**src/ecss_ram.sv**
```systemverilog
module ecss_ram #(
  parameter int unsigned Width = 64,
  parameter int unsigned Depth = 64
) (
  input  logic                     clk_i,
  input  logic                     we_i,
  input  logic [$clog2(Depth)-1:0] waddr_i,
  input  logic [Width-1:0]         wdata_i,
  input  logic                     re_i,
  input  logic [$clog2(Depth)-1:0] raddr_i,
  output logic [Width-1:0]         rdata_o
);

  logic [Width-1:0] mem_q [Depth];
  logic [Width-1:0] rdata_q;

  always_ff @(posedge clk_i) begin
    if (we_i) begin
      mem_q[waddr_i] <= wdata_i;
    end
    if (re_i) begin
      rdata_q <= mem_q[raddr_i];
    end
  end

  assign rdata_o = rdata_q;

endmodule
```
**config.mk**
```make
export PLATFORM = sky130hd
export DESIGN_NAME = ecss_ram
export DESIGN_NICKNAME = d
export VERILOG_FILES = /design/src/ecss_ram.sv
export SDC_FILE = /design/constraint.sdc
export NUM_CORES = 2
export LEC_CHECK = 0
export ABC_AREA = 0
export BUFFER_PORTS_ARGS = -buffer_cell sky130_fd_sc_hd__buf_2
export CORE_MARGIN = 2
export CORE_UTILIZATION = 35
export DETAILED_ROUTE_END_ITERATION = 10
export PLACE_DENSITY = 0.46
export SLEW_MARGIN = 20
export SYNTH_ARGS = -nofsm -noshare
export SYNTH_HDL_FRONTEND = slang
export SYNTH_SLANG_ARGS = --single-unit
```
**constraint.sdc**
```tcl
create_clock -name clk_i -period 13.15 [get_ports clk_i]
set_clock_uncertainty 0.1 [all_clocks]
set_input_delay 2.63 -clock clk_i [delete_from_list [all_inputs] [get_ports clk_i]]
set_output_delay 2.63 -clock clk_i [all_outputs]
set_load 0.01 [all_outputs]
```
### Yosys cells after proc, flatten, opt, wreduce, memory -nomap -nowiden

Memory sizes are Yosys's and may differ from the RTL's. A register that Yosys moved wholly into a read port is not among the register bits.
Cells that the tools add are included.

| word-level totals | value |
|---|---|
| bits in registers | 0 |
| bits in writable memories | 4,096 |
| input port bits | 79 |
| memories | 1 |

| operators by class | value |
|---|---|
| multiplexer cells | 2 |

Memories:

| memory | words | bits a word | rd ports | clocked after memory_dff | wr ports | RTL line | text |
|---|---|---|---|---|---|---|---|
| mem_q | 64 | 64 | 1 | 1 | 1 | 14 | `logic [Width-1:0] mem_q [Depth];` |

Operators with widths:

| cell | number |
|---|---|
| 2-to-1 mux 1 bit | 2 |

### Longest topological paths before layout

| depth | value |
|---|---|
| depth after elaboration | 2 |
| gate-level depth with buffers | 9 |
| mapped depth without buffers | 5 |

### Worst setup path before layout

OpenSTA, ideal clock, no wires.

| path | value |
|---|---|
| path kind | input-to-reg |
| start point | input port waddr_i[3] |
| end point | memory mem_q[48][0] (enable) |
| library setup time | 0.564 ns |
| arrival time | 7.502 ns |
| required time | 12.486 ns |
| setup slack | 4.984 ns |
| stages on the path | 4 |
| path through | clkbuf_1 > nor2b_1 > nand4b_1 > nor3_1 |

RTL lines:

| item | RTL line | text |
|---|---|---|
| start, declared | 7 | `input logic [$clog2(Depth)-1:0] waddr_i,` |
| end, declared | 14 |  |

No word-level cell before the write port.

==> results.toml <==
[yosys]
dominantRegCellSynth = "edfxtp_1"
synth_compound_area_share_pct = 2.47
synth-simple-area-share_pct = 1.23
synth.largest_area_cell = "edfxtp_1"
syn-num-nets = 6677
async_reset_ff_share_pct = 0
ys_seq_area_share_pct = 79.6
synth_top_area_share_pct = 79.6
ys_warn_count = 0
synthMuxAreaShare_pct = 15.6
syn_area_um2 = 157000
yosysMostFrequentCell = "edfxtp_1"
netlist_instances = 6598
synth_adder_area_share_pct = 0
ys_top_cells_by_count = "edfxtp_1 (4160), mux4_2 (1024), buf_2 (170)"
syn-mean-instance-area_um2 = 23.8
yosys-top-cells-area = "edfxtp_1 (80%), mux4_2 (15%), mux2i_1 (0.86%)"
synth_top_family_by_area = "multiplexers"
synth_xor_xnor_area_share_pct = 0
yosys.cell_types.count = 32
ys_ff_latch = 4160
synth_edf_count = 4160

[setup_path]
crit_end = "rdata_o[23]$_DFFE_PP_"
worstPathMaxFanout = 89
critPathCaptureType = "register"
ff2ff_setup_slack_ps = 10570
startpoint_type = "primary input"
crit_start = "raddr_i[0]"
path_class = "primary input to register"
r2r-start = "mem_q[5][44]$_DFFE_PP_"
r2r_cells = 4
required_ps = 13760
worstReg2RegEnd = "rdata_o[44]$_DFFE_PP_"
cp.arrival_ps = 6580

[timing]
max_slew_margin_pct = 19.0
hold_viol_final = 0
final-setup-viol-count = 0
timing.final.crit_share_pct = 45.4
fin_crit_ps = 5970
worstMarginPinSlew_ps = 1220
max_freq_mhz = 168
rsz0062_at_grt = "no"
finalSetupTns_ps = 0
fin_ws_ps = 7180
slew_viol_final = 0

[detailed_routing]
first_pass_iters = 5
wl_per_cell_um = 37.3
drtIter0Drc = 8686
drt-total-wl_mm = 498
vias = 76334
drc = 0
vias_per_cell = 5.71
detail-route-antenna-nets = 0

[power]
total_power_mw = 28.3
combPwrFrac_pct = 4.5
leakage_nw = 55.5
sw_frac_of_total_pct = 21.6
peakVddDrop_uv = 118
power_switching_mw = 6.12
power.share.sequential_pct = 52.1
p_per_area_nw_per_um2 = 157
power.internal_mw = 22.2
clkPwrFrac_pct = 43.4

[clock_tree]
clock-root-buffer = "clkbuf_16"
cts_max_level = 5
cts_tree = "yes"
hold_buffers = 0
numCtsBuffers = 449
cts.sink_count = 4160
clockBufferDepth = 4
post_cts_buffers = 0
ctsResizeCount = 0
insertion_delay_ps = 1010
cts.clk_slew.worst_paths_ps = 60

[place]
portBuffers = 142
place_ws_ps = 5890
dp_hpwl_mm = 256
finalWeightedCongestion = 0.747

[floorplan]
placementRows = 245
start_util_pct = 35.2
io_pins = 143
die_w_um = 674
core_area_um2 = 446000
die_h_um = 674
dieArea_um2 = 454000

[cells_and_area]
fill_cells = 39086
seq_area_um2 = 125000
multi_input_area_um2 = 30800
areaGrowthSynthToFinish_pct = 15.0
fin_nets = 7127
drive_gt1_share_pct = 28.4

[global_routing]
grt_max_degree = 128
grt_pass1_vias = 77763
track_usage_pct = 21.7
antenna_found_initial = 51
grt_pass1_wl_mm = 678
grt_overflow_total = 0

[worst_hold_path]
hold_start = "mem_q[46][44]$_DFFE_PP_"
hold_path.class = "register to register"

[job]
cap_violations = 0

[status]
outcome = "finished, final reports clean"
==> sequential cells by signal (all words and copies together) (netlist names) <==
register / flops
mem_q: 4096
rdata_o: 64
==> layout make-up <==
cell class | instances | share of cell area, %
Inverter | 19 | 0.0395
Sequential cell | 4160 | 69.2
Clock buffer | 557 | 6.54
Multi-Input combinational cell | 2049 | 17.1
Antenna cell | 26 | 0.0360
Timing Repair Buffer | 369 | 1.67
Clock inverter | 271 | 1.33
Tap cell | 5928 | 4.11
==> power by group through the flow <==
stage | clock [mW] | combinational [mW] | sequential [mW]
floorplan | 0 | 0.684 | 15.0
global placement | 0 | 1.28 | 15.1
detailed placement | 0 | 1.30 | 15.1
CTS | 12.5 | 1.30 | 14.8
global route | 13.1 | 1.36 | 14.8
finish | 12.3 | 1.28 | 14.8
==> how the worst min path moves through the flow <==
stage / to / slack, ps / depth (start not counted)
final: rdata_o[44]$_DFFE_PP_ / 810 / 4
after global routing: rdata_o[0]$_DFFE_PP_ / 850 / 4
after CTS: rdata_o[44]$_DFFE_PP_ / 810 / 4
after detailed placement: rdata_o[44]$_DFFE_PP_ / 810 / 4
after global placement: rdata_o[14]$_DFFE_PP_ / 810 / 4
after floorplan: rdata_o[61]$_DFFE_PP_ / 760 / 4
==> cell families (layout without fill, tap and decap cells) <==
family                 Yosys count  after routing
buffers and inverters          389           1216
flip-flops                    4160           4160
AO/OA/AOI/OAI                  504            504
other                            0             26
multiplexers                  1159           1159
AND/OR/NAND/NOR                386            386
==> through the flow <==
stage / cells / area, um2 / util (%) / hold slack [ps]
finish: 13379 / 180000 / 40.5 / 806
global route: 13356 / 180000 / 40.5 / 846
CTS: 13347 / 180000 / 40.4 / 807
detailed placement: 12519 / 166000 / 37.2 / 812
global placement: 12515 / 166000 / 37.2 / 811
floorplan: 6598 / 157000 / - / 765
==> routing by layer <==
layer	vias to the layer above	wire length, um	GRT usage [%]
met3	612	30100	2.80
met5	-	27	0
met1	43337	213000	30.9
li1	29584	-	-
met4	4	10000	4.20
met2	2797	245000	36.2
==> worst max-delay path, stage by stage <==
cell	delay, ps
buf_12	600
buf_4	820
buf_4	780
mux4_2	600
mux2i_1	130
nand2_1	90
a31oi_1	560
a211oi_1	80
==> layout by cell type, fill, tap and decap left out, types with 3 or more instances in the layout <==
cell        instances
clkbuf_1          100
mux4_2           1024
edfxtp_1         4160
a211oi_1           63
clkinvlp_4         12
o221ai_1           38
inv_1              19
nand2_1            54
a2bb2oi_1          19
a41oi_1            26
a22o_1             88
buf_4             219
buf_6               4
nand2b_1            9
o22ai_1            83
buf_16              3
clkinv_8            4
inv_6               9
nor2_4             65
nor2_1             47
or2_2              28
a22oi_1           168
bufinv_16          36
nand2_4             3
nor2b_1            24
clkinv_1          122
or3_1              29
nor2b_4             3
a31oi_1            18
buf_2             107
nand3_1            45
and3_1             64
clkbuf_16         457
diode_2            26
mux2i_1           135
clkinv_16           6
clkinv_2           79
buf_12             34
(Power assumes the default switching activity.)
